$ cat config.mk
export PLATFORM = sky130hd
export DESIGN_NAME = csc_ram
export DESIGN_NICKNAME = d
export VERILOG_FILES = /design/src/hw/rtl/csc_ram.sv
export SDC_FILE = /design/constraint.sdc
export NUM_CORES = 1
export LEC_CHECK = 0
export BUFFER_PORTS_ARGS = -buffer_cell sky130_fd_sc_hd__buf_2
export CAP_MARGIN = 20
export CORE_MARGIN = 2
export CORE_UTILIZATION = 50
export DETAILED_ROUTE_END_ITERATION = 10
export PLACE_DENSITY = 0.75
export SLEW_MARGIN = 20
export SYNTH_ARGS = -nofsm -noshare
export SYNTH_HDL_FRONTEND = slang
export SYNTH_SLANG_ARGS = --single-unit
$ cat constraint.sdc
create_clock -name clk_i -period 2.6 [get_ports clk_i]
set_clock_uncertainty 0.1 [all_clocks]
set_input_delay 0.65 -clock clk_i [delete_from_list [all_inputs] [get_ports clk_i]]
set_output_delay 0.65 -clock clk_i [all_outputs]
set_load 0.01 [all_outputs]
$ cat src/hw/rtl/csc_ram.sv
// Generic simple dual-port RAM with one write port and a registered read port.
// No dependencies.
module csc_ram #(
  parameter int unsigned Width = 8,
  parameter int unsigned Depth = 16
) (
  input  logic                     clk_i,
  input  logic                     we_i,
  input  logic [$clog2(Depth)-1:0] waddr_i,
  input  logic [Width-1:0]         wdata_i,
  input  logic [$clog2(Depth)-1:0] raddr_i,
  output logic [Width-1:0]         rdata_o
);

  logic [Width-1:0] mem_q [Depth];
  logic [Width-1:0] rdata_q;

  always_ff @(posedge clk_i) begin
    if (we_i) begin
      mem_q[waddr_i] <= wdata_i;
    end
    rdata_q <= mem_q[raddr_i];
  end

  assign rdata_o = rdata_q;

endmodule

## After elaboration in Yosys (flattened, before gate mapping)

Memories as Yosys holds them, arrays and structs flattened. A register that Yosys moved wholly into a read port is not among the register bits.
Index checks and enable logic that the tools add are counted.
W data, S select, Z words.

| word-level totals | value |
|---|---|
| memories | 1 |
| input bits | 18 |
| output and inout bits | 8 |
| register bits after elaboration | 0 |
| logic and storage cells | 3 |
| RAM bits | 128 |

Memory list:

| memory | depth | width | read ports | clocked after memory_dff | write ports | line | source |
|---|---|---|---|---|---|---|---|
| mem_q | 16 | 8 | 1 | 1 | 1 | 15 | `logic [Width-1:0] mem_q [Depth];` |

| cells by class | value |
|---|---|
| muxes and demuxes | 2 |

Operators by type and width:

| operator | number |
|---|---|
| $mux W1 | 2 |

## Depth between registers and ports, before layout

| depth | value |
|---|---|
| word-level depth | 2 |
| depth in mapped cells | 5 |
| gate-level depth less buffers | 3 |

## Worst setup path before layout

OpenSTA, ideal clock, no wires.

| timing path | value |
|---|---|
| kind | in2reg |
| start point | input waddr_i[2] |
| end point | memory mem_q[0][0], enable pin |
| library setup time | 0.383 ns |
| arrival | 1.760 ns |
| slack | 0.357 ns |
| cell stages on the path | 2 |
| path buffers | 0 |
| data required time | 2.117 ns |
| path through | or3b_2 -> nor3_1 |

RTL lines:

| item | line | source |
|---|---|---|
| start, declared | 9 | `input logic [$clog2(Depth)-1:0] waddr_i,` |
| end, declared | 15 |  |

Straight into the memory's write port.

## Worst setup path in the final report

| timing path | value |
|---|---|
| start point | register rdata_q[0] (netlist: rdata_o[0]), read port of mem_q |
| end point | output rdata_o[0] |

RTL lines:

| item | line | source |
|---|---|---|
| start, declared | 16 | `logic [Width-1:0] rdata_q;` |
| end, declared | 12 | `output logic [Width-1:0] rdata_o` |

No word-level cell between the ends.

==> impl_metrics.ini <==
[drt]
drcViolationCount = 0
viasPerCell = 5.69
routedWlPerCell_um = 21.5
drt-pass1-iter-count = 4
drt_wl_total_um = 9210
antenna_left = 0
vias = 2440
first_iter_violations = 240

[global_route]
gr-usage-all-layers_pct = 18.6
antenna_found_initial = 0
first_global_vias = 2525
grt_max_degree = 33
gr-total-overflow = 0
grt_pass1_wl_um = 14600

[critical_path]
critical_path_class = reg -> out
startpoint_type = flop
crit_arrival_ns = 1.00
cp_top_family = flip-flops
endpoint_kind = output port
crit_end = rdata_o[0]
cp_max_fo = 1
cp.required_ns = 1.85
regToRegStartpoint = mem_q[2][2]
critPathBufInv = 1
critical_path.cell_chain = buf_2
cpMaxStageDelayCell = dfxtp_1
r2r_cells = 3
crit_cells = 1
worstSetupStartpoint = rdata_o[0]
slowest_delay_ns = 0.35
r2r_setup_slack_ns = 1.12
r2r-end = rdata_o[2]

[logic_synthesis]
netlist-cell-type-count = 19
yosysTopAreaCell = edfxtp_1
synth_area_leaders = edfxtp_1 75%, mux4_2 7.9%, mux4_1 7.1%
synthArstFlopShare_pct = 0
yosys_warnings = 0
synth_area_um2 = 5150
synth.avg_cell_area_um2 = 22.5
yosysMostFrequentCell = edfxtp_1
ys_ff_latch = 136
synthFlopType = edfxtp_1
seq_area_frac_synth_pct = 77.8
synth_nets = 247
synthTopCellsByCount = 128 x edfxtp_1, 18 x mux4_2, 16 x a22oi_1, 14 x mux4_1, 13 x nor2_1
synth_edf_count = 128
syn_inst = 229
yosysTopAreaCellShare_pct = 74.7

[finish]
multiInputGateArea_um2 = 1060
seqCellArea_um2 = 4000
fillers = 674
layout.cells.non_filler = 429
finalInstanceArea_um2 = 6100
utilization_pct = 60.2
area_growth_pct = 18.5
nets = 299
antennaDiodeCount = 0
drive_above_1_share_pct = 31.1

[clock_tree]
cts_tree = built
clock_path_buffers = 2
clockRootBuffer = clkbuf_8
cts_hold_buf = 0
path_clk_slew_ns = 0.06
post-cts-setup-buffer-count = 0
cts_buffers = 17
cts_resized = 0
htreeDepth = 4
insertion_delay_ns = 0.51
cts_num_sinks = 136

[floorplanning]
rows = 37
die_width_um = 105
die_h_um = 105
fp.coreArea_um2 = 10100
die-area_um2 = 11100
initial_core_util_pct = 50.8
io_pins = 26

[sta]
maxSlewHeadroom_pct = 49.4
final-hold-violation-count = 0
whs_ns = 0.417
fin_crit_ns = 1.75
finalMaxSlewViolations = 0
period_share_pct = 67.3
timing.setup.tns_ns = 0
clock.fmax_ghz = 0.572
rsz0062_at_grt = false
setup_viol = 0
worst_slew_pin_slew_ns = 0.758

[power]
irDropWorstVdd_mv = 0.368
power_density_nw_per_um2 = 821
cellLeakagePower_nw = 2.08

[placed_design]
placed_cells = 398
placed_area_um2 = 5520
dp_hpwl_um = 5640
routabilityCongestion = 0.731
port_buffers = 25

[run]
cap_violations = 0

[worst_hold_path]
hp-class = in -> reg

[status]
status = completed
==> layer usage <==
layer / vias up / global-route usage [%] / routed length [µm]
li1: 1074 / - / -
met1: 1281 / 24.2 / 3860
met2: 73 / 29.9 / 4820
met3: 12 / 5.19 / 410
met4: 0 / 7.81 / 118
met5: - / 0 / 0
==> where the power goes <==
part           total (mW)  internal (mW)  leakage (nW)  switching, mW
Combinational       0.225         0.0976         0.575          0.128
Clock                2.32           1.48         0.282          0.839
Sequential           2.47           2.45          1.22         0.0142
==> area by class of cell <==
class / count / share of cell area (%)
clock buffer: 19 / 7.08
tap: 136 / 2.79
clock inverter: 12 / 2.46
timing repair buffer: 43 / 4.68
multi-input combinational: 83 / 17.3
sequential: 136 / 65.7
==> sequential cells by signal, indices dropped and copies added, names as in the netlist <==
register / cells
mem_q: 128
rdata_o: 8
==> cell usage in the layout (no fill, tap or decap), types with 2 or more instances in the layout <==
cell type	instances
nand2b_1	2
mux4_1	14
mux4_2	18
buf_12	2
edfxtp_1	128
nor2_1	13
bufinv_16	3
a22oi_1	16
inv_6	2
nor3_1	4
dfxtp_1	8
nand3b_1	2
buf_4	16
clkinvlp_4	2
clkbuf_8	2
buf_2	25
clkbuf_16	16
clkinv_2	3
nand2_1	9
==> worst min path at each step <==
stage | startpoint | to | depth (start not counted)
after global placement | mem_q[13][5] | rdata_o[5] | 3
after floorplan | mem_q[7][0] | rdata_o[0] | 3
after detailed placement | mem_q[13][5] | rdata_o[5] | 3
final | wdata_i[7] | mem_q[7][7] | 1
after global routing | wdata_i[0] | mem_q[10][0] | 1
after CTS | wdata_i[7] | mem_q[7][7] | 1
==> metrics by stage <==
stage / worst slack [ns] / power [mW]
3_5_place_dp: 0.387 / 2.74
3_3_place_gp: 0.400 / 2.73
4_1_cts: 0.817 / 5.05
2_1_floorplan: 0.357 / 2.64
5_1_grt: 0.806 / 5.17
6_report: 0.851 / 5.01
==> cells by family after synthesis <==
group	synth area share [%]
AO/OA/AOI/OAI	2.33
buffers and inverters	1.68
flip-flops	77.8
AND/OR/NAND/NOR	3.18
multiplexers	15.0
(Power assumes the default switching activity.)
